**config.mk**
```make
export PLATFORM = sky130hd
export DESIGN_NAME = awf_state_ram
export DESIGN_NICKNAME = d
export VERILOG_FILES = /design/src/design/awf_pkg.sv /design/src/design/awf_state_ram.sv
export SDC_FILE = /design/constraint.sdc
export NUM_CORES = 1
export LEC_CHECK = 0
export ABC_AREA = 1
export BUFFER_PORTS_ARGS = -buffer_cell sky130_fd_sc_hd__buf_2
export CAP_MARGIN = 25
export CORE_MARGIN = 3
export CORE_UTILIZATION = 45
export DETAILED_ROUTE_END_ITERATION = 6
export PLACE_DENSITY = 0.67
export REMOVE_ABC_BUFFERS = 1
export SLEW_MARGIN = 20
export SYNTH_ARGS = -nofsm -noshare
export SYNTH_HDL_FRONTEND = slang
export SYNTH_SLANG_ARGS = --single-unit
```
**constraint.sdc**
```tcl
create_clock -name i_clk -period 4.6 [get_ports i_clk]
set_clock_uncertainty 0.1 [all_clocks]
set_input_delay 0.23 -clock i_clk [delete_from_list [all_inputs] [get_ports i_clk]]
set_output_delay 0.23 -clock i_clk [all_outputs]
set_load 0.05 [all_outputs]
```
**src/design/awf_pkg.sv**
```systemverilog
`default_nettype none

package awf_pkg;

    // Data widths
    localparam int SAMPLE_WIDTH   = 24;
    localparam int STATE_WIDTH    = 48;
    localparam int COEF_FRAC_BITS = 30;
    localparam int NUM_SECTIONS   = 3;
    localparam int COEF_WIDTH     = 32;
    // Negated coefficient needs one more bit (minus the most negative code)
    localparam int NCOEF_WIDTH    = COEF_WIDTH + 1;
    localparam int SHIFT_WIDTH    = 6;
    localparam int NUM_COEFS      = 2 * NUM_SECTIONS;
    localparam int SEC_IDX_WIDTH  = 2;
    localparam int COEF_IDX_WIDTH = 3;
    localparam int CFG_IDX_WIDTH  = 3;
    localparam int CFG_DATA_WIDTH = 32;

    // Multiplier split: state word taken as low and high halves
    localparam int MUL_LO_WIDTH   = STATE_WIDTH / 2;
    localparam int MUL_HI_WIDTH   = STATE_WIDTH - MUL_LO_WIDTH;
    localparam int MUL_A_WIDTH    = MUL_HI_WIDTH + 1;
    localparam int PP_WIDTH       = STATE_WIDTH + NCOEF_WIDTH;

    // Register indexes
    localparam logic [CFG_IDX_WIDTH-1:0] REG_DEN_A1_SEC0    = 3'd0;
    localparam logic [CFG_IDX_WIDTH-1:0] REG_DEN_A2_SEC0    = 3'd1;
    localparam logic [CFG_IDX_WIDTH-1:0] REG_DEN_A1_SEC1    = 3'd2;
    localparam logic [CFG_IDX_WIDTH-1:0] REG_DEN_A2_SEC1    = 3'd3;
    localparam logic [CFG_IDX_WIDTH-1:0] REG_DEN_A1_SEC2    = 3'd4;
    localparam logic [CFG_IDX_WIDTH-1:0] REG_DEN_A2_SEC2    = 3'd5;
    localparam logic [CFG_IDX_WIDTH-1:0] REG_OUTPUT_GAIN    = 3'd6;
    localparam logic [CFG_IDX_WIDTH-1:0] REG_SECTION_SHIFTS = 3'd7;

    localparam logic [COEF_WIDTH-1:0] GAIN_RESET = 32'sd1073741824;

    // Register file contents as seen by the datapath
    typedef struct packed {
        logic [NUM_COEFS-1:0][NCOEF_WIDTH-1:0]     nden;   // negated denominators
        logic [COEF_WIDTH-1:0]                     gain;
        logic [NUM_SECTIONS-1:0][SHIFT_WIDTH-1:0]  shifts;
    } t_cfg;

    // One history row per section
    typedef struct packed {
        logic [STATE_WIDTH-1:0] x1;
        logic [STATE_WIDTH-1:0] x2;
        logic [STATE_WIDTH-1:0] y1;
        logic [STATE_WIDTH-1:0] y2;
    } t_row;

    typedef enum logic [1:0] {
        MUL_HOLD = 2'd0,
        MUL_LO   = 2'd1,
        MUL_HI   = 2'd2,
        MUL_CLR  = 2'd3
    } t_mul_op;

endpackage

`default_nettype wire

```
**src/design/awf_state_ram.sv**
```systemverilog
`default_nettype none

module awf_state_ram (
    input  wire logic                                i_clk,
    input  wire logic                                i_rst_n,
    input  wire logic                                i_rd_en,
    input  wire logic [awf_pkg::SEC_IDX_WIDTH-1:0]   i_rd_addr,
    output awf_pkg::t_row                            o_rd_data,
    input  wire logic                                i_wr_en,
    input  wire logic [awf_pkg::SEC_IDX_WIDTH-1:0]   i_wr_addr,
    input  wire awf_pkg::t_row                       i_wr_data
);

    awf_pkg::t_row mem [awf_pkg::NUM_SECTIONS];
    logic [awf_pkg::NUM_SECTIONS-1:0] r_vld;
    awf_pkg::t_row r_rd_data;
    logic r_rd_vld;

    // Row storage, one write port
    always_ff @(posedge i_clk) begin
        if (i_wr_en) begin
            mem[i_wr_addr] <= i_wr_data;
        end
    end

    // Registered read
    always_ff @(posedge i_clk) begin
        if (i_rd_en) begin
            r_rd_data <= mem[i_rd_addr];
        end
    end

    // Valid bits: a row never written reads as zero history
    always_ff @(posedge i_clk) begin
        if (!i_rst_n) begin
            r_vld    <= '0;
            r_rd_vld <= 1'b0;
        end else begin
            if (i_wr_en) begin
                r_vld[i_wr_addr] <= 1'b1;
            end
            if (i_rd_en) begin
                r_rd_vld <= r_vld[i_rd_addr];
            end
        end
    end

    assign o_rd_data = r_rd_vld ? r_rd_data : '0;

endmodule

`default_nettype wire

```
==> impl_metrics.env <==
export IMPL_fin_nets=2843
export IMPL_drt_iter0_drc=1273
export IMPL_maxCapViolations=0
export IMPL_p_sw_uw=3560
export IMPL_grt_pass1_wl_um=105000
export IMPL_h_tree_depth=3
export IMPL_regArea_mm2=0.0231
export IMPL_chipWidth_um=259
export IMPL_start_util_pct=45.6
export IMPL_die_y_um=259
export IMPL_vias=18100
export IMPL_synth_area_mm2=0.0288
export IMPL_hold_path_class="in2reg"
export IMPL_dpl_hpwl_um=37200
export IMPL_p_leak_uw=0.0146
export IMPL_ys_seq_elements=772
export IMPL_core_mm2=0.0632
export IMPL_relSlewSlack_pct=33.2
export IMPL_rsz0062_at_grt="no"
export IMPL_wl_per_cell_um=19.4
export IMPL_clkPwrFrac_pct=38.9
export IMPL_grt_pass1_vias=19300
export IMPL_place_area_mm2=0.0314
export IMPL_grt_usage_pct=20.1
export IMPL_vias_per_cell=5.10
export IMPL_whs_endpoint="r_rd_data[63]"
export IMPL_layout_drive_gt1_share_pct=19.7
export IMPL_synth_top_area_cell="edfxtp_1"
export IMPL_synth_area_top_cells="edfxtp_1 80%, a21oi_1 6.7%, nand2_1 5.0%"
export IMPL_synthCells=2055
export IMPL_drc=0
export IMPL_worst_slew_pin_slew_ns=1.00
export IMPL_grt_overflow=0
export IMPL_r2r_slack_ns=3.28
export IMPL_post_cts_buffers=0
export IMPL_cp_arrival_ns=2.56
export IMPL_cts_buffer_depth=3
export IMPL_p_int_uw=12000
export IMPL_clock_sinks=772
export IMPL_clkTransAtPathRegs_ns=0.06
export IMPL_min_period_over_period_pct=62.9
export IMPL_regToRegEndpoint="r_rd_vld"
export IMPL_r2r_start="r_rd_vld"
export IMPL_pwr_share_seq_pct=53.1
export IMPL_clk_latency_ns=0.60
export IMPL_p_per_area_mw_per_mm2=435
export IMPL_port_buffer_count=391
export IMPL_drt_first_pass_iters=5
export IMPL_routed_wl_um=69000
export IMPL_synth_top_area_share_pct=80.0
export IMPL_cts_buffers_inserted=79
export IMPL_hold_viol=0
export IMPL_final_common_cell="edfxtp_1"
export IMPL_fmax_ghz=0.346
export IMPL_switching_share_pct=22.8
export IMPL_routabilityCongestion=0.762
export IMPL_maxSlewViolCount=0
export IMPL_finalSetupViolCount=0
export IMPL_area_growth_synth_to_final_pct=24.3
export IMPL_grt_max_degree=119
export IMPL_cts_tree="done"
export IMPL_critPathLaunchType="flip-flop"
export IMPL_cp_end_kind="primary output"
export IMPL_row_count=92
export IMPL_status="finished clean"
export IMPL_ys_seq_area_share_pct=80.3
export IMPL_hp_start="i_rd_addr[1]"
export IMPL_io_pins=392
export IMPL_finalCriticalPeriod_ns=2.89
export IMPL_yosysWarnings=0
export IMPL_fill_cells=4925
export IMPL_crit_type="reg2out"
export IMPL_fin_util_pct=56.7
export IMPL_syn_area_per_cell_um2=14.0
export IMPL_die_area_mm2=0.0672
export IMPL_cp_data_required_time_ns=4.27
export IMPL_min_path_cells=3
export IMPL_cts_root_buf="clkbuf_16"
export IMPL_multi_input_area_mm2=0.00415
export IMPL_drt_antenna_violating_nets=0
export IMPL_final_area_mm2=0.0358
export IMPL_layout_common_cells="768 x edfxtp_1, 388 x buf_2, 387 x a21oi_1, 387 x nand2_1, 198 x inv_1"
export IMPL_grt_antenna_before_repair=9
export IMPL_combPwrFrac_pct=8.0
export IMPL_r2r_cells=2
export IMPL_ir_drop_mv=0.363
export IMPL_critical_path_max_fanout=52
export IMPL_ys_types=16
-- cells in the mapped netlist, drive strengths merged --
| cell type | count |
|---|---|
| a21oi | 387 |
| nand2 | 387 |
| o21ai | 1 |
| clkinv | 1 |
| dfxtp | 4 |
| o21a | 1 |
| inv | 202 |
| clkbuf | 2 |
| edfxtp | 768 |
| nor2 | 192 |
| buf | 105 |
| nand3 | 5 |
-- sequential cells by signal, indices dropped and copies added, names as in the netlist --
signal     count
r_vld          3
r_rd_data    192
mem          576
r_rd_vld       1
-- worst max-delay path by stage --
stage	start	end	slack, ns
final	r_rd_vld	o_rd_data[6]	1.71
after global routing	r_rd_vld	o_rd_data[6]	1.57
after CTS	r_rd_vld	o_rd_data[130]	1.69
after detailed placement	i_rd_addr[0]	r_rd_data[82]	2.05
after global placement	i_rd_addr[0]	r_rd_data[64]	2.10
after floorplan	i_wr_addr[0]	mem[0][0]	-0.14
-- cells by family (layout without fill, tap and decap cells) --
logic type,count (synthesis),after routing,synth area share [%]
flops,772,772,80.3
simple gates,584,584,7.62
compound gates,389,389,6.76
buf+inv,310,957,5.36
other cells,0,5,0
-- power by group through the flow --
stage / Combinational, uW / Sequential [uW] / Clock (uW)
after floorplan: 624 / 8440 / 0
after global placement: 1080 / 8410 / 0
after detailed placement: 1110 / 8430 / 0
after CTS: 1260 / 8280 / 6200
after global routing: 1350 / 8310 / 6480
final: 1250 / 8280 / 6070
-- cell type report --
class,count,area share (%)
tap,846,2.95
inverter,203,2.22
antenna,5,0.0349
clock buffer,96,5.78
timing repair buffer,614,11.8
sequential,772,64.6
multi-input combinational,973,11.6
clock inverter,44,1.04
-- routing by layer --
metal	vias to the layer above	part of all wire [%]	track usage (%)
met5	-	0.070	0
met4	8	2.5	7.72
met3	127	6.7	4.09
met2	619	52	35.6
met1	9032	39	24.4
li1	8327	-	-
-- per-stage QoR --
step / worst slack (ns) / setup TNS, ns / total power (uW) / std cells / hold WS, ns
floorplan: -0.138 / -73.63 / 9060 / 1948 / 0.229
finish: 1.71 / 0 / 15600 / 3553 / 0.103
global route: 1.57 / 0 / 16100 / 3553 / 0.0987
global placement: 2.10 / 0 / 9490 / 3210 / 0.327
CTS: 1.69 / 0 / 15700 / 3548 / 0.0670
detailed placement: 2.05 / 0 / 9540 / 3211 / 0.333
-- critical path, cell delays in order, from the launching register on --
cell and delay, ns:
dfxtp_4 0.80, buf_4 0.55, nand2_1 0.18, inv_1 0.10
buf_2 0.26
-- timing repair --
item | CTS | global route
resized for setup | 0 | 0
hold buffers | 197 | 0
endpoints found under the hold margin | 580 | 0
No activity file was read; power rests on OpenSTA's default activity.
