--- src/design/awf_pkg.sv ---
`default_nettype none

package awf_pkg;

    // Data widths
    localparam int SAMPLE_WIDTH   = 24;
    localparam int STATE_WIDTH    = 48;
    localparam int COEF_FRAC_BITS = 30;
    localparam int NUM_SECTIONS   = 3;
    localparam int COEF_WIDTH     = 32;
    // Negated coefficient needs one more bit (minus the most negative code)
    localparam int NCOEF_WIDTH    = COEF_WIDTH + 1;
    localparam int SHIFT_WIDTH    = 6;
    localparam int NUM_COEFS      = 2 * NUM_SECTIONS;
    localparam int SEC_IDX_WIDTH  = 2;
    localparam int COEF_IDX_WIDTH = 3;
    localparam int CFG_IDX_WIDTH  = 3;
    localparam int CFG_DATA_WIDTH = 32;

    // Multiplier split: state word taken as low and high halves
    localparam int MUL_LO_WIDTH   = STATE_WIDTH / 2;
    localparam int MUL_HI_WIDTH   = STATE_WIDTH - MUL_LO_WIDTH;
    localparam int MUL_A_WIDTH    = MUL_HI_WIDTH + 1;
    localparam int PP_WIDTH       = STATE_WIDTH + NCOEF_WIDTH;

    // Register indexes
    localparam logic [CFG_IDX_WIDTH-1:0] REG_DEN_A1_SEC0    = 3'd0;
    localparam logic [CFG_IDX_WIDTH-1:0] REG_DEN_A2_SEC0    = 3'd1;
    localparam logic [CFG_IDX_WIDTH-1:0] REG_DEN_A1_SEC1    = 3'd2;
    localparam logic [CFG_IDX_WIDTH-1:0] REG_DEN_A2_SEC1    = 3'd3;
    localparam logic [CFG_IDX_WIDTH-1:0] REG_DEN_A1_SEC2    = 3'd4;
    localparam logic [CFG_IDX_WIDTH-1:0] REG_DEN_A2_SEC2    = 3'd5;
    localparam logic [CFG_IDX_WIDTH-1:0] REG_OUTPUT_GAIN    = 3'd6;
    localparam logic [CFG_IDX_WIDTH-1:0] REG_SECTION_SHIFTS = 3'd7;

    localparam logic [COEF_WIDTH-1:0] GAIN_RESET = 32'sd1073741824;

    // Register file contents as seen by the datapath
    typedef struct packed {
        logic [NUM_COEFS-1:0][NCOEF_WIDTH-1:0]     nden;   // negated denominators
        logic [COEF_WIDTH-1:0]                     gain;
        logic [NUM_SECTIONS-1:0][SHIFT_WIDTH-1:0]  shifts;
    } t_cfg;

    // One history row per section
    typedef struct packed {
        logic [STATE_WIDTH-1:0] x1;
        logic [STATE_WIDTH-1:0] x2;
        logic [STATE_WIDTH-1:0] y1;
        logic [STATE_WIDTH-1:0] y2;
    } t_row;

    typedef enum logic [1:0] {
        MUL_HOLD = 2'd0,
        MUL_LO   = 2'd1,
        MUL_HI   = 2'd2,
        MUL_CLR  = 2'd3
    } t_mul_op;

endpackage

`default_nettype wire

--- src/design/awf_mul.sv ---
`default_nettype none

module awf_mul (
    input  wire logic                                      i_clk,
    input  wire awf_pkg::t_mul_op                          i_op,
    input  wire logic signed [awf_pkg::STATE_WIDTH-1:0]    i_y,
    input  wire logic signed [awf_pkg::NCOEF_WIDTH-1:0]    i_c,
    output logic signed [awf_pkg::STATE_WIDTH-1:0]         o_prod
);

    localparam int LO_W  = awf_pkg::MUL_LO_WIDTH;
    localparam int HI_W  = awf_pkg::MUL_HI_WIDTH;
    localparam int A_W   = awf_pkg::MUL_A_WIDTH;
    localparam int P_W   = A_W + awf_pkg::NCOEF_WIDTH;
    localparam int PP_W  = awf_pkg::PP_WIDTH;
    localparam int SW    = awf_pkg::STATE_WIDTH;
    localparam int FRAC  = awf_pkg::COEF_FRAC_BITS;

    logic signed [A_W-1:0]  op_a;
    logic signed [P_W-1:0]  pp;
    logic signed [PP_W-1:0] pp_ext;
    logic signed [PP_W-1:0] r_pp;
    logic [PP_W-FRAC-SW:0]  top_bits;

    // Pick the half of the state word: low half unsigned, high half signed
    always_comb begin
        if (i_op == awf_pkg::MUL_HI) begin
            op_a = A_W'(i_y[SW-1:LO_W]);
            op_a = $signed({i_y[SW-1], i_y[SW-1:LO_W]});
        end else begin
            op_a = $signed(A_W'(i_y[LO_W-1:0]));
        end
    end

    assign pp     = op_a * i_c;
    assign pp_ext = PP_W'(pp);

    // Accumulate partial products: low half first, then high half weighted
    always_ff @(posedge i_clk) begin
        unique case (i_op)
            awf_pkg::MUL_LO:   r_pp <= pp_ext;
            awf_pkg::MUL_HI:   r_pp <= r_pp + (pp_ext <<< LO_W);
            awf_pkg::MUL_CLR:  r_pp <= '0;
            awf_pkg::MUL_HOLD: r_pp <= r_pp;
            default:           r_pp <= r_pp;
        endcase
    end

    // Floor shift by the fraction bits, saturate to the state width
    assign top_bits = r_pp[PP_W-1:FRAC+SW-1];

    always_comb begin
        if ((top_bits == '0) || (top_bits == '1)) begin
            o_prod = r_pp[FRAC+SW-1:FRAC];
        end else if (r_pp[PP_W-1]) begin
            o_prod = {1'b1, {(SW-1){1'b0}}};
        end else begin
            o_prod = {1'b0, {(SW-1){1'b1}}};
        end
    end

endmodule

`default_nettype wire

--- config.mk ---
export PLATFORM = sky130hd
export DESIGN_NAME = awf_mul
export DESIGN_NICKNAME = d
export VERILOG_FILES = /design/src/design/awf_pkg.sv /design/src/design/awf_mul.sv
export SDC_FILE = /design/constraint.sdc
export NUM_CORES = 2
export LEC_CHECK = 0
export BUFFER_PORTS_ARGS = -buffer_cell sky130_fd_sc_hd__buf_2
export CELL_PAD_IN_SITES_DETAIL_PLACEMENT = 1
export CELL_PAD_IN_SITES_GLOBAL_PLACEMENT = 2
export CORE_UTILIZATION = 40
export CTS_CLUSTER_SIZE = 14
export DETAILED_ROUTE_END_ITERATION = 10
export PLACE_DENSITY_LB_ADDON = 0.3
export SLEW_MARGIN = 20
export SYNTH_ARGS = -nofsm -noshare
export SYNTH_HDL_FRONTEND = slang
export SYNTH_SLANG_ARGS = --single-unit
--- constraint.sdc ---
create_clock -name i_clk -period 12.7 [get_ports i_clk]
set_clock_uncertainty 0.2 [all_clocks]
set_input_delay 1.905 -clock i_clk [delete_from_list [all_inputs] [get_ports i_clk]]
set_output_delay 1.905 -clock i_clk [all_outputs]
set_load 0.005 [all_outputs]
==> flow_metrics.env <==
export IMPL_outcome="finished, final reports clean"
export IMPL_nets=5154
export IMPL_crit_family="adder cells"
export IMPL_top_layer_used="met5"
export IMPL_clk_pin_slew_ps=60
export IMPL_syn_avg_cell_area_sq_um=8.80
export IMPL_dieArea_sq_um=89700
export IMPL_drv_slew=0
export IMPL_worstPathBufferInverterCount=9
export IMPL_num_fill_cells=10400
export IMPL_cts_hold_buf=0
export IMPL_drc=0
export IMPL_max_slew_margin_rel_pct=42.7
export IMPL_synthFlopType="edfxtp_1"
export IMPL_synth_edff_count=57
export IMPL_regArea_sq_um=1710
export IMPL_placementRows=108
export IMPL_drive_gt1_share_pct=5.85
export IMPL_endpoint_kind="flop"
export IMPL_start_util_pct=40.6
export IMPL_wl_per_cell_um=20.9
export IMPL_final_common_cell="inv_1"
export IMPL_synthCells=4019
export IMPL_multiInputGateArea_sq_um=29700
export IMPL_coreArea_sq_um=87200
export IMPL_worst_path_most_repeated_cell="fa_1"
export IMPL_yosysUniqueCellTypes=73
export IMPL_vias_per_cell=5.20
export IMPL_htree_levels=3
export IMPL_min_period_ps=12130
export IMPL_r2r_cells=13
export IMPL_dr_total_vias=26900
export IMPL_cts_buffer_depth=2
export IMPL_dpl_hpwl_um=90700
export IMPL_die_w_um=299
export IMPL_worstHoldStart="r_pp[24]"
export IMPL_clk_insertion_delay_late_ps=350
export IMPL_antenna_found_initial=5
export IMPL_num_io_pins=132
export IMPL_cp_arrival_ps=12010
export IMPL_grt_pass1_vias=30200
export IMPL_dr_pass1_iters=5
export IMPL_cts_tree="yes"
export IMPL_path_class="input pin to flop"
export IMPL_root_buffer="clkbuf_16"
export IMPL_place_congestion=0.878
export IMPL_largest_reg_flops=57
export IMPL_drtAntennaViolNets=0
export IMPL_drv_cap=0
export IMPL_holdPathStages=2
export IMPL_fp_dieH_um=299
export IMPL_setup_violations=0
export IMPL_max_freq_mhz=82.4
export IMPL_detail_route_iter0_violations=1137
export IMPL_min_to="r_pp[24]"
export IMPL_whs_ps=477
export IMPL_worstMarginPinSlew_ps=860
export IMPL_finalCritPeriodShare_pct=95.5
export IMPL_fin_setup_tns_ps=0
export IMPL_diodes=0
export IMPL_layout_common_cells="inv_1, fa_1, nand2_1"
export IMPL_wl_met2_um=53800
export IMPL_top_register="r_pp"
export IMPL_grt_pass1_wl_um=173000
export IMPL_start_kind="input pin"
export IMPL_worstPathRequired_ps=12580
export IMPL_hold_viol_final=0
export IMPL_wl_met1_um=47300
export IMPL_r2r_end="r_pp[78]"
export IMPL_largestRegisters="r_pp x57"
export IMPL_grt_max_degree=58
export IMPL_ys_warn_count=0
export IMPL_worst_path_max_fanout=32
export IMPL_ys_seq_area_share_pct=4.84
export IMPL_rr_startpoint="r_pp[24]"
export IMPL_io_buffers=131
export IMPL_async_flop_share_pct=0
export IMPL_cp_slowest_cell="fa_1"
export IMPL_reg2reg_slack_ps=8580
export IMPL_wl_met3_um=4280
export IMPL_holdCritPathClass="flop to flop"
export IMPL_area_growth_pct=6.45
export IMPL_synth_seq_cells=57
export IMPL_cts_num_sinks=57
export IMPL_grtUsageTotal_pct=25.0
export IMPL_grt_ovfl_total=0
export IMPL_numCtsBuffers=9
export IMPL_critPathMaxStageDelay_ps=530
export IMPL_synth_nets=5160
export IMPL_netlist_area_sq_um=35400
export IMPL_drt_wl_total_um=108000
## metal layers
metal / track usage (%) / vias up
li1: - / 12100
met1: 34.0 / 14200
met2: 43.2 / 535
met3: 2.32 / 135
met4: 5.62 / 2
met5: 0 / -
## worst register-to-register path, cell delays in order, from the launching register on
cell and delay (ps):
edfxtp_1 320, ha_1 170, inv_1 60, fa_1 430, nor2b_1 210, o31ai_1 150, a211oi_1 380, nor3_1 180
o31ai_1 650, o21ai_1 300, o2111ai_1 320, nand2_1 160, o2111ai_1 210, o211ai_1 110
## synth_stat cells (all sizes together), types with 34 or more instances
master	count	area share [%]
and2	343	6.1
clkbuf	196	2.1
ha	214	7.6
xnor2	77	1.9
a21oi	117	1.7
o21ai	136	2.0
nand2	634	6.7
edfxtp	57	4.8
a21o	67	1.4
inv	863	9.2
fa	843	48
nor2	89	0.94
xor2	34	0.84
nor2b	45	0.80
## what timing repair did
item                       in CTS  in global routing
hold endpoints to repair        0                  0
gates resized for setup         0                  7
setup endpoints to repair       0                  5
setup buffers                   0                  2
## area by class of cell
| type | count | area share (%) |
|---|---|---|
| clock inverters | 5 | 0.123 |
| repair buffers | 186 | 3.34 |
| flip-flops and latches | 57 | 4.54 |
| inverters | 864 | 8.61 |
| clock buffers | 11 | 0.618 |
| multi-input cells | 2895 | 78.9 |
| well taps | 1155 | 3.84 |
## how the worst max path moves through the flow
stage	slack, ps	from	endpoint	depth (start not counted)
2_1_floorplan	1010	i_op[1]	r_pp[77]	44
3_3_place_gp	80	i_op[1]	r_pp[65]	40
3_5_place_dp	140	i_op[1]	r_pp[67]	40
4_1_cts	460	i_op[1]	r_pp[67]	40
5_1_grt	-20	i_op[1]	r_pp[77]	42
6_report	570	i_op[1]	r_pp[77]	41
## kinds of logic after synthesis
group                      Yosys count  share of synthesized area [%]
AOI/OAI and AO/OA                  473                           8.58
xor gates and xnor gates           112                           2.81
adders and majority gates         1057                           55.3
buffers and inverters             1067                           11.3
DFF                                 57                           4.84
muxes                                4                          0.113
and+or+nand+nor                   1249                           17.1
## metrics by stage
step                instances  cell area, sq um  util (%)  setup WS (ps)
finish                   5173             37700      43.2            571
global route             5173             37700      43.2          -19.6
CTS                      5171             37600      43.2            458
detailed placement       5155             37300      42.8            138
global placement         5155             37300      42.8           84.7
floorplan                4019             35400         -           1010
Power is left out: the tool's default activity adds up to more than one toggle a clock period on the data nets, which glitch-free logic cannot reach.
