`config.mk`:
```
export PLATFORM = sky130hd
export DESIGN_NAME = awf_cfg_regs
export DESIGN_NICKNAME = d
export VERILOG_FILES = /design/src/design/awf_pkg.sv /design/src/design/awf_cfg_regs.sv
export SDC_FILE = /design/constraint.sdc
export NUM_CORES = 1
export LEC_CHECK = 0
export BUFFER_PORTS_ARGS = -buffer_cell sky130_fd_sc_hd__buf_2
export CORE_MARGIN = 3
export CORE_UTILIZATION = 25
export CTS_BUF_LIST = sky130_fd_sc_hd__clkbuf_8
export DETAILED_ROUTE_END_ITERATION = 7
export PLACE_DENSITY = 0.47
export SETUP_SLACK_MARGIN = 0.2
export SLEW_MARGIN = 30
export SYNTH_ARGS = -nofsm -noshare
export SYNTH_HDL_FRONTEND = slang
export SYNTH_SLANG_ARGS = --single-unit
```
`constraint.sdc`:
```
create_clock -name i_clk -period 2.9 [get_ports i_clk]
set_input_delay 0.58 -clock i_clk [delete_from_list [all_inputs] [get_ports i_clk]]
set_output_delay 0.58 -clock i_clk [all_outputs]
set_load 0.02 [all_outputs]
```
`src/design/awf_pkg.sv`:
```
`default_nettype none

package awf_pkg;

    // Data widths
    localparam int SAMPLE_WIDTH   = 24;
    localparam int STATE_WIDTH    = 48;
    localparam int COEF_FRAC_BITS = 30;
    localparam int NUM_SECTIONS   = 3;
    localparam int COEF_WIDTH     = 32;
    // Negated coefficient needs one more bit (minus the most negative code)
    localparam int NCOEF_WIDTH    = COEF_WIDTH + 1;
    localparam int SHIFT_WIDTH    = 6;
    localparam int NUM_COEFS      = 2 * NUM_SECTIONS;
    localparam int SEC_IDX_WIDTH  = 2;
    localparam int COEF_IDX_WIDTH = 3;
    localparam int CFG_IDX_WIDTH  = 3;
    localparam int CFG_DATA_WIDTH = 32;

    // Multiplier split: state word taken as low and high halves
    localparam int MUL_LO_WIDTH   = STATE_WIDTH / 2;
    localparam int MUL_HI_WIDTH   = STATE_WIDTH - MUL_LO_WIDTH;
    localparam int MUL_A_WIDTH    = MUL_HI_WIDTH + 1;
    localparam int PP_WIDTH       = STATE_WIDTH + NCOEF_WIDTH;

    // Register indexes
    localparam logic [CFG_IDX_WIDTH-1:0] REG_DEN_A1_SEC0    = 3'd0;
    localparam logic [CFG_IDX_WIDTH-1:0] REG_DEN_A2_SEC0    = 3'd1;
    localparam logic [CFG_IDX_WIDTH-1:0] REG_DEN_A1_SEC1    = 3'd2;
    localparam logic [CFG_IDX_WIDTH-1:0] REG_DEN_A2_SEC1    = 3'd3;
    localparam logic [CFG_IDX_WIDTH-1:0] REG_DEN_A1_SEC2    = 3'd4;
    localparam logic [CFG_IDX_WIDTH-1:0] REG_DEN_A2_SEC2    = 3'd5;
    localparam logic [CFG_IDX_WIDTH-1:0] REG_OUTPUT_GAIN    = 3'd6;
    localparam logic [CFG_IDX_WIDTH-1:0] REG_SECTION_SHIFTS = 3'd7;

    localparam logic [COEF_WIDTH-1:0] GAIN_RESET = 32'sd1073741824;

    // Register file contents as seen by the datapath
    typedef struct packed {
        logic [NUM_COEFS-1:0][NCOEF_WIDTH-1:0]     nden;   // negated denominators
        logic [COEF_WIDTH-1:0]                     gain;
        logic [NUM_SECTIONS-1:0][SHIFT_WIDTH-1:0]  shifts;
    } t_cfg;

    // One history row per section
    typedef struct packed {
        logic [STATE_WIDTH-1:0] x1;
        logic [STATE_WIDTH-1:0] x2;
        logic [STATE_WIDTH-1:0] y1;
        logic [STATE_WIDTH-1:0] y2;
    } t_row;

    typedef enum logic [1:0] {
        MUL_HOLD = 2'd0,
        MUL_LO   = 2'd1,
        MUL_HI   = 2'd2,
        MUL_CLR  = 2'd3
    } t_mul_op;

endpackage

`default_nettype wire

```
`src/design/awf_cfg_regs.sv`:
```
`default_nettype none

module awf_cfg_regs (
    input  wire logic                                 i_clk,
    input  wire logic                                 i_rst_n,
    input  wire logic                                 i_cfg_valid,
    output logic                                      o_cfg_ready,
    input  wire logic [awf_pkg::CFG_IDX_WIDTH-1:0]    i_cfg_index,
    input  wire logic [awf_pkg::CFG_DATA_WIDTH-1:0]   i_cfg_data,
    output awf_pkg::t_cfg                             o_cfg
);

    awf_pkg::t_cfg r_cfg;
    logic [awf_pkg::NCOEF_WIDTH-1:0] n_nden;

    assign o_cfg_ready = 1'b1;
    assign o_cfg       = r_cfg;

    // Store feedback coefficients already negated
    assign n_nden = awf_pkg::NCOEF_WIDTH'(-$signed({i_cfg_data[awf_pkg::COEF_WIDTH-1],
                                                    i_cfg_data[awf_pkg::COEF_WIDTH-1:0]}));

    always_ff @(posedge i_clk) begin
        if (!i_rst_n) begin
            r_cfg.nden   <= '0;
            r_cfg.gain   <= awf_pkg::GAIN_RESET;
            r_cfg.shifts <= '0;
        end else if (i_cfg_valid) begin
            priority if (i_cfg_index == awf_pkg::REG_SECTION_SHIFTS) begin
                r_cfg.shifts <= i_cfg_data[awf_pkg::NUM_SECTIONS*awf_pkg::SHIFT_WIDTH-1:0];
            end else if (i_cfg_index == awf_pkg::REG_OUTPUT_GAIN) begin
                r_cfg.gain <= i_cfg_data[awf_pkg::COEF_WIDTH-1:0];
            end else begin
                r_cfg.nden[i_cfg_index] <= n_nden;
            end
        end
    end

endmodule

`default_nettype wire

```
==> metrics.txt, run 1 <==
dpl cells=2,123; DRT iter0 DRCs=693; Nets=1,632; syn_nets=around 1,300; Core ar.=42,400 um2; Worst setup EP type=flip-flop; top-count cell post-synth=dfxtp_1; Clock Latency Late Sink=~600 ps; highest-delay cell along the critical path=or4_4; chip height=214 um; post-synthesis cell area=10,900 um2; post-synthesis adder-cell area fraction=0.00115; io pins=287; die footprint=45,900 um2; Max Cap Viol=0; largest family of logic cells by synthesized area=simple AND/OR/NAND/NOR gates; Tmin final=2280 ps; post-synthesis xor/xnor area fraction=0.00565; # resized after CTS=0; CP Data Arrival Time=roughly 2800 ps; CP peak stage delay=about 530 ps; first-pass GRT wire length=70,600 um; HP Class=in -> reg; Layout Utilization=0.336; TritonCTS clock tree=done; Synth async-reset ratio=0; Pwr Total=8.02 mW; number of synthesized flops with an enable pin=0; Max FO, Critical Path=6; Post-synth top cells=dfxtp_1 (248), nand2_1 (207), nand3_1 (177), clkbuf_1 (120), a21boi_0 (103); fmax=roughly 440 MHz; CTS Buf Count=45; Area Overhead vs Synth=31.4%; WL final=46,000 um; Core Rows=between 70 and 80; GP Congestion=0.781; die span in x=between 200 and 250 um; drt drc=0; root buffer cell=clkbuf_8; via/cell ratio=5.02; post-synthesis simple-gate area fraction=0.260; crit-path cells=buf_2 > inv_1 > ha_2 > or3b_1 > buf_4 > or4_4 > or2_1 > o311ai_0; clk_skew=0 ps; setup bufs post-CTS=0; register area=between 4000 and 5000 um2; multi-input logic area=5390 um2; vias after detailed routing=11,100; CTS H-tree depth=2; cell taking the most area after synthesis=dfxtp_1; worst hold slack=260 ps; most common flop cell mapped by yosys=dfxtp_1; RSZ-0062 raised after global routing=false; Starting Density=0.256; WS Path Type=in -> reg; Gate Count Post-Synth=1,305; Finished Layout Cells=2,207; Wirelength per Cell=20.9 um; fin crit share=0.785; Crit path buffers/inverters=3; CP top delay family=simple AND/OR/NAND/NOR gates; outcome=completed; Required @ worst endpoint=3400 ps; distinct cell type count after synthesis=a little over 50; max FFs per register=248; Post-DP HPWL=about 33,000 um; post-synthesis register bit count=between 200 and 250; Worst Setup Start Kind=input pin; largest net degree at the start of global routing=75; clock tree buffer depth=3; Final Max Tran Viols=0; Compound-Gate Fraction of Synth Area=0.224; CTS sink count=248; layout cells sized above 1=0.289; # fillers=between 4,000 and 5,000; number of global-route vias before repair=approximately 11,000; input/output buffers=285; Slew Limit Headroom=0.483; DRT Pass-1 Iters=5; worst reg2reg setup slack=2100 ps; share of the synthesized area in the top cell type=0.458; Reg clk slew, reported paths=70 ps; Syn. warnings=0; antenna violations before repair=6; Post-Syn Area per Cell=8.31 um2; # setup viols final=0; Worst Tran Pin Value=776 ps; multiplexer share of the synthesized area=0; PD cells=563 nW/um2; hold_buf cts=0; Antenna Nets Post-Route=0; GR Overflow Total=0; Area contributors post-synth=dfxtp_1 (46%), nand3_1 (8.2%), nand2_1 (7.2%); leakage=5.62 nW; Final Hold Fails=0; VDD IR max=0.000289 V; Seq/Total Area, Yosys=0.458; GR Util All Layers=0.196
cells in the final DEF (no fill, tap or decap), types with 4 or more instances in the layout:
cell,Yosys,layout
clkbuf_8,0,61
and2_1,5,5
or4_4,4,4
nor3_1,22,20
buf_4,1,85
o311ai_0,61,61
nand2b_1,16,16
a21boi_0,103,103
xnor2_1,5,5
nor4_2,5,5
nor2_1,76,74
or3_1,4,4
nor3_2,4,6
or4_1,6,6
buf_2,1,284
nor4_1,6,6
nand2_1,207,207
o311ai_1,17,17
a31oi_1,7,7
bufinv_16,0,4
nand4_1,29,29
o21ai_0,68,68
or2_2,4,4
o211ai_1,6,6
inv_1,5,19
a32oi_1,18,18
nand3_1,177,177
o31ai_1,37,37
dfxtp_1,248,248
a211o_1,6,6
metal layers:
metal | GRT usage | vias to the layer above | part of all wire
met5 | 0 | - | 0.00074
met2 | 0.316 | 361 | 0.46
met1 | 0.251 | 5270 | 0.44
met3 | 0.0672 | 77 | 0.078
li1 | - | 5355 | -
met4 | 0.0559 | 6 | 0.024
stage by stage:
step	setup WS (ps)	TNS, ps	area (um2)
2_1_floorplan	222	0	10900
3_3_place_gp	21.5	0	13200
3_5_place_dp	-16.0	-26.3	13200
4_1_cts	653	0	14200
5_1_grt	498	0	14300
6_report	623	0	14300
final cells by class:
cell class | instances | share of cell area
sequential | 248 | 0.348
multi-input combinational | 920 | 0.378
clock buffer | 60 | 0.0579
clock inverter | 21 | 0.0133
tap | 577 | 0.0506
antenna | 3 | 0.000527
timing repair buffer | 373 | 0.150
inverter | 5 | 0.00132
path summary, 6_finish.rpt:
kind / start / depth (start not counted) / end
worst max-delay path: i_cfg_data[0] / 8 / o_cfg[204]
worst min-delay path: i_cfg_data[7] / 3 / o_cfg[7]
worst max register to register: o_cfg[81] / 2 / o_cfg[81]
worst min register to register: o_cfg[119] / 2 / o_cfg[119]
worst register-to-register path, stage by stage (launching register included):
cell      delay [ps]
dfxtp_1          340
a32oi_1          180
o311ai_0         140
where the power goes:
part	leakage [nW]	internal [mW]	total, mW	switching [mW]
combinational	3.04	0.216	0.722	0.507
clock	0.570	2.20	3.76	1.57
sequential	2.01	3.49	3.54	0.0462
total	5.62	5.90	8.02	2.12
cell families after synthesis:
logic type	after synthesis
xor+xnor	7
buf+inv	137
fa+ha+maj	1
simple gates	583
other cells	1
compound gates	328
flops	248
Power figures use the tool's default switching activity.
==> run 2: changes to the inputs <==
PLACE_DENSITY = 0.46   (was 0.47)
clock period = 2.3 ns   (was 2.9 ns; I/O delays follow)
==> run 2 against run 1 <==
Against the previous run: setup slack got worse by 360 ps; non-clock buffer count increased by 47; first-iteration DRC count decreased by 2.9%; critical endpoint is now o_cfg[138]; critical path type unchanged; total power increased by 23%; sequential share of layout area decreased by 1.0 points; sequential power rose by 26%; die area did not move; global-route usage barely moved.
==> metrics.txt, run 2 (synthesis gave the netlist of run 1 again) <==
Nets=1,681 (was 1,632); CTS sink count=248 (unchanged); Clock Latency Late Sink=590 ps (was 600 ps); CP peak stage delay=520 ps (was 530 ps); antenna violations before repair=3 (was 6); GRT busiest layer=met2 (unchanged); Area Overhead vs Synth=35.4% (was 31.4%); clock tree buffer depth=3 (unchanged); drt drc=0 (unchanged); clock power share=0.446 (was 0.469); Worst Setup Start Kind=input pin (unchanged); die span in x=214 um (unchanged); Core ar.=42,400 um2 (unchanged); clk_skew=0 ps (unchanged); worst hold slack=161 ps (was 260 ps); WS Path Type=in -> reg (unchanged); input/output buffers=285 (unchanged); Switch Pwr=2.68 mW (was 2.12 mW); # fillers=4,521 (was 4,592); fmax=between 400 and 500 MHz; chip height=214 um (unchanged); io pins=287 (unchanged); Comb power frac=0.099 (was 0.090); DRT Pass-1 Iters=5 (unchanged); DRT iter0 DRCs=673 (was 693); Pwr Total=9.83 mW (was 8.02 mW); Max FO, Critical Path=6 (unchanged); largest net degree at the start of global routing=61 (was 75); sequential power share=0.454 (was 0.441); most common cell after layout, fill and taps aside=buf_2 (unchanged); commonest cells after routing, fill and taps aside=buf_2 (284), dfxtp_1 (248), nand2_1 (206) (was buf_2 (284), dfxtp_1 (248), nand2_1 (207)); Antenna Nets Post-Route=0 (unchanged); Pint=7.14 mW (was 5.90 mW); Worst Tran Pin Value=802 ps (was 776 ps); layout cells sized above 1=0.313 (was 0.289); met3 Use GR=0.0513 (was 0.0672); root buffer cell=clkbuf_8 (unchanged); CTS Buf Count=47 (was 45); CTS H-tree depth=2 (unchanged); sw frac=0.273 (was 0.264); outcome=completed (unchanged); Starting Density=0.256 (unchanged); Reg clk slew, reported paths=60 ps (was 70 ps); Post-DP HPWL=33,600 um (was 32,700 um); Slew Limit Headroom=0.466 (was 0.483); max FFs per register=248 (unchanged); Tmin final=2040 ps; RSZ-0062 raised after global routing=false (unchanged); PD cells=669 nW/um2 (was 563 nW/um2); number of global-route vias before repair=11,000 (was 10,900); Final Max Tran Viols=0 (unchanged); HP Class=in -> reg (unchanged); first-pass GRT wire length=70,200 um (was 70,600 um); die footprint=45,900 um2 (unchanged); TritonCTS clock tree=done (unchanged); met2 Use GR=0.321 (was 0.316); GR Overflow Total=0 (unchanged); fin crit share=0.886; GR Util All Layers=0.196 (about the same); crit-path cells=buf_2 > inv_1 > ha_4 > or3b_4 > buf_4 > or4_4 > or2_4 > o311ai_0 (was buf_2 > inv_1 > ha_2 > or3b_1 > buf_4 > or4_4 > or2_1 > o311ai_0); highest-delay cell along the critical path=or4_4 (unchanged); Final Hold Fails=0 (unchanged); via/cell ratio=5.03 (was 5.02); Core Rows=75 (unchanged); # setup viols final=0 (unchanged); Wirelength per Cell=20.7 um (was 20.9 um); CP Data Arrival Time=2540 ps (was 2770 ps); WL final=46,600 um (was 46,000 um); VDD IR max=0.000318 V (was 0.000289 V); Max Cap Viol=0 (unchanged); vias after detailed routing=11,300 (was 11,100); met1 Usage GRT=0.253 (was 0.251); GP Congestion=0.789 (was 0.781); leakage=5.94 nW (was 5.62 nW); Worst setup EP type=flip-flop (unchanged); Required @ worst endpoint=2800 ps (was 3400 ps)
==> run 2: cell types whose count changed in the layout (fill, tap and decap cells not counted), sizes merged <==
cell / before / now
buf: 372 / 419
bufinv: 4 / 2
clkbuf: 61 / 57
clkinv: 2 / 1
clkinvlp: 1 / 0
diode: 3 / 1
inv: 19 / 25
==> run 2: path summary, 6_finish.rpt <==
path / to / slack (ps) / depth (start not counted) / from
setup / recovery: o_cfg[138] / 260 / 8 / i_cfg_data[1]
setup reg to reg: o_cfg[81] / 1490 / 2 / o_cfg[81]
hold reg to reg: o_cfg[155] / 460 / 2 / o_cfg[155]
hold / removal: o_cfg[47] / 160 / 3 / i_cfg_data[29]
==> run 2: repair_timing <==
item                                    in CTS  in global routing
buffers inserted                             0                  0
gates resized for setup                      1                  7
endpoints found under the setup margin       4                 10
hold buffers                                 0                  0
==> run 2: critical path, delay by kind of cell <==
kind,cells,cell delay (ps)
AOI/OAI and AO/OA,1,330
adders and majority gates,1,150
buffers and inverters,3,360
and+or+nand+nor,3,1230
==> run 2: power groups by stage <==
stage | Combinational, mW | Clock (mW) | Sequential (mW)
after CTS | 0.982 | 4.54 | 4.46
after global routing | 1.06 | 4.71 | 4.47
final | 0.976 | 4.39 | 4.46
after global placement | 0.975 | 0 | 4.55
after floorplan | 0.400 | 0 | 4.67
after detailed placement | 0.980 | 0 | 4.56
==> run 2: final cells by class <==
type / instances / area, um2 / share of cell area
clock inverters: 23 / 158 / 0.0107
clock buffers: 56 / 771 / 0.0524
inverters: 5 / 21.3 / 0.00145
multi-input cells: 920 / 5500 / 0.374
repair buffers: 420 / 2560 / 0.174
flip-flops and latches: 248 / 4960 / 0.338
well taps: 577 / 722 / 0.0491
diodes: 1 / 2.50 / 0.000170
==> run 2: metal layers <==
| metal | up-vias | wire (um) |
|---|---|---|
| met5 | - | 25 |
| met4 | 4 | 1180 |
| met3 | 68 | 3370 |
| met2 | 373 | 21600 |
| met1 | 5418 | 20400 |
| li1 | 5458 | - |
==> run 2: metrics by stage <==
step	util	setup WS, ps	TNS (ps)	cells	instance area [um2]
after floorplan	-	-156	-3950	1305	11000
after global placement	0.324	-469	-33520	2170	13700
after detailed placement	0.324	-502	-34870	2170	13700
after CTS	0.346	267	0	2249	14700
after global routing	0.346	218	0	2250	14700
final	0.346	262	0	2250	14700
==> run 3: changes to the inputs <==
BUFFER_PORTS_ARGS = not set   (was -buffer_cell sky130_fd_sc_hd__buf_2)
DONT_BUFFER_PORTS = 1   (was not set)
PLACE_DENSITY = 0.4   (was 0.46)
==> run 3 against run 2 <==
Against the previous run: combinational power fell by 39%; clock skew stayed put; count of clock-buffer cells in the layout up 5; fmax grew 4.9%; critical path type unchanged; die area stayed put; non-clock buffer count down 295; cell area fell by 9.1%; via count down 9.7%; flip-flop and latch count did not move; register-to-register slack got worse by 560 ps; hold slack worse by 120 ps.
==> metrics.txt, run 3 (synthesis gave the netlist of run 1 again) <==
outcome=completed (unchanged); # fillers=4,564 (was 4,521); Area Overhead vs Synth=23.1% (was 35.4%); clk_skew=0 ps (unchanged); Worst setup EP type=flip-flop (unchanged); Max Cap Viol=0 (unchanged); Slew Limit Headroom=0.432 (was 0.466); Core ar.=42,400 um2 (unchanged); die span in x=214 um (unchanged); sequential power share=0.469 (was 0.454); drt drc=0 (unchanged); Total Negative Setup Slacks=0 ps (unchanged); Final Instance Area=13,400 um2 (was 14,700 um2); Antenna Nets Post-Route=0 (unchanged); fin crit share=0.845 (was 0.886); root buffer cell=clkbuf_8 (unchanged); Pwr Total=9.86 mW (was 9.83 mW); CP top delay family=simple AND/OR/NAND/NOR gates (unchanged); vias after detailed routing=10,200 (was 11,300); Pint=7.23 mW (was 7.14 mW); CP Data Arrival Time=2470 ps (was 2540 ps); Placed Area=11,900 um2 (was 13,700 um2); crit-path cells=inv_1 > ha_4 > or3b_4 > or4_4 > or2_1 > buf_4 > o311ai_1 (was buf_2 > inv_1 > ha_4 > or3b_4 > buf_4 > or4_4 > or2_4 > o311ai_0); CP peak stage delay=570 ps (was 520 ps); Worst Tran Pin Value=849 ps (was 802 ps); input/output buffers=0 (was 285); DRT Pass-1 Iters=5 (unchanged); Worst Setup Start Kind=input pin (unchanged); Tmin final=1940 ps (was 2040 ps); dpl cells=1,834 (was 2,170); Max FO, Critical Path=7 (was 6); Starting Density=0.256 (unchanged); via/cell ratio=5.21 (was 5.03); layout cells sized above 1=0.142 (was 0.313); Clock Latency Late Sink=610 ps (was 590 ps); PD cells=738 nW/um2 (was 669 nW/um2); highest-delay cell along the critical path=or4_4 (unchanged); GR Util All Layers=0.202 (was 0.196); HP Class=in -> reg (unchanged); DRT iter0 DRCs=825 (was 673); Finished Layout Cells=1,961 (was 2,250); Post-DP HPWL=31,200 um (was 33,600 um); setup bufs post-CTS=0 (unchanged); Crit path buffers/inverters=2 (was 3); Nets=1,387 (was 1,681); fmax=515 MHz (was 491 MHz); io pins=287 (unchanged); # setup viols final=0 (unchanged); first-pass GRT wire length=70,600 um (was 70,200 um); clock tree buffer depth=3 (unchanged); Comb power frac=0.061 (was 0.099); largest net degree at the start of global routing=173 (was 61); antenna violations before repair=0 (was 3); RSZ-0062 raised after global routing=false (unchanged); Reg clk slew, reported paths=60 ps (about the same); antenna fix cells=0 (was 1); chip height=214 um (unchanged); CTS sink count=248 (unchanged); Core Rows=75 (unchanged); VDD IR max=0.000358 V (was 0.000318 V); GP Congestion=0.744 (was 0.789); die footprint=45,900 um2 (unchanged); post-route setup slack=357 ps (was 262 ps); most common cell after layout, fill and taps aside=dfxtp_1 (was buf_2); CTS H-tree depth=2 (unchanged); dpl ws=-412 ps (was -502 ps); clock power share=0.471 (was 0.446); worst hold slack=42.1 ps (was 161 ps); number of global-route vias before repair=9,864 (was 11,000); TritonCTS clock tree=done (unchanged); Layout Utilization=0.315 (was 0.346); Switch Pwr=2.63 mW (was 2.68 mW); GR Overflow Total=0 (unchanged); WL final=48,300 um (was 46,600 um); max FFs per register=248 (unchanged); Final Hold Fails=0 (unchanged); CTS Buf Count=48 (was 47); Required @ worst endpoint=2830 ps (was 2800 ps); commonest cells after routing, fill and taps aside=dfxtp_1 (248), nand2_1 (206), nand3_1 (177) (was buf_2 (284), dfxtp_1 (248), nand2_1 (206)); leakage=4.38 nW (was 5.94 nW); Final Max Tran Viols=0 (unchanged); WS Path Type=in -> reg (unchanged); sw frac=0.267 (was 0.273); Wirelength per Cell=24.6 um (was 20.7 um)
-- run 3: worst reg2reg max path, cell delays in order, from the launching register on --
cell	delay, ps
dfxtp_1	440
nand2_1	70
a21boi_0	220
dlygate4sd3_1	580
-- run 3: cell type report --
cell class,instances,area (um2),share of cell area
Timing Repair Buffer,125,1160,0.0865
Tap cell,577,722,0.0540
Clock buffer,61,840,0.0629
Clock inverter,25,160,0.0120
Inverter,5,21.3,0.00159
Sequential cell,248,4960,0.372
Multi-Input combinational cell,920,5490,0.411
-- run 3: layer usage --
layer / part of all wire / GRT usage / wire, um
met4: 0.019 / 0.0503 / 932
met5: 0 / 0 / 0
met1: 0.43 / 0.254 / 20600
met3: 0.084 / 0.0741 / 4050
met2: 0.47 / 0.330 / 22700
-- run 3: worst paths after layout --
| path | startpoint | endpoint | slack, ps | depth (start not counted) |
|---|---|---|---|---|
| worst max-delay path | i_cfg_data[1] | o_cfg[146] | 360 | 7 |
| worst min-delay path | i_rst_n | o_cfg[112] | 40 | 2 |
| worst max register to register | o_cfg[32] | o_cfg[32] | 930 | 3 |
| worst min register to register | o_cfg[47] | o_cfg[47] | 560 | 2 |
-- run 3: timing repair --
action | in CTS | in global routing
hold endpoints to repair | 127 | 0
gates resized for setup | 0 | 2
hold buffers | 41 | 0
setup endpoints to repair | 0 | 4
-- run 3: power by group through the flow --
stage               logic (mW)  clock network (mW)  registers, mW
floorplan                0.400                   0           4.67
global placement         0.470                   0           4.71
detailed placement       0.476                   0           4.71
CTS                      0.604                4.82           4.62
global route             0.652                5.00           4.63
finish                   0.597                4.64           4.62
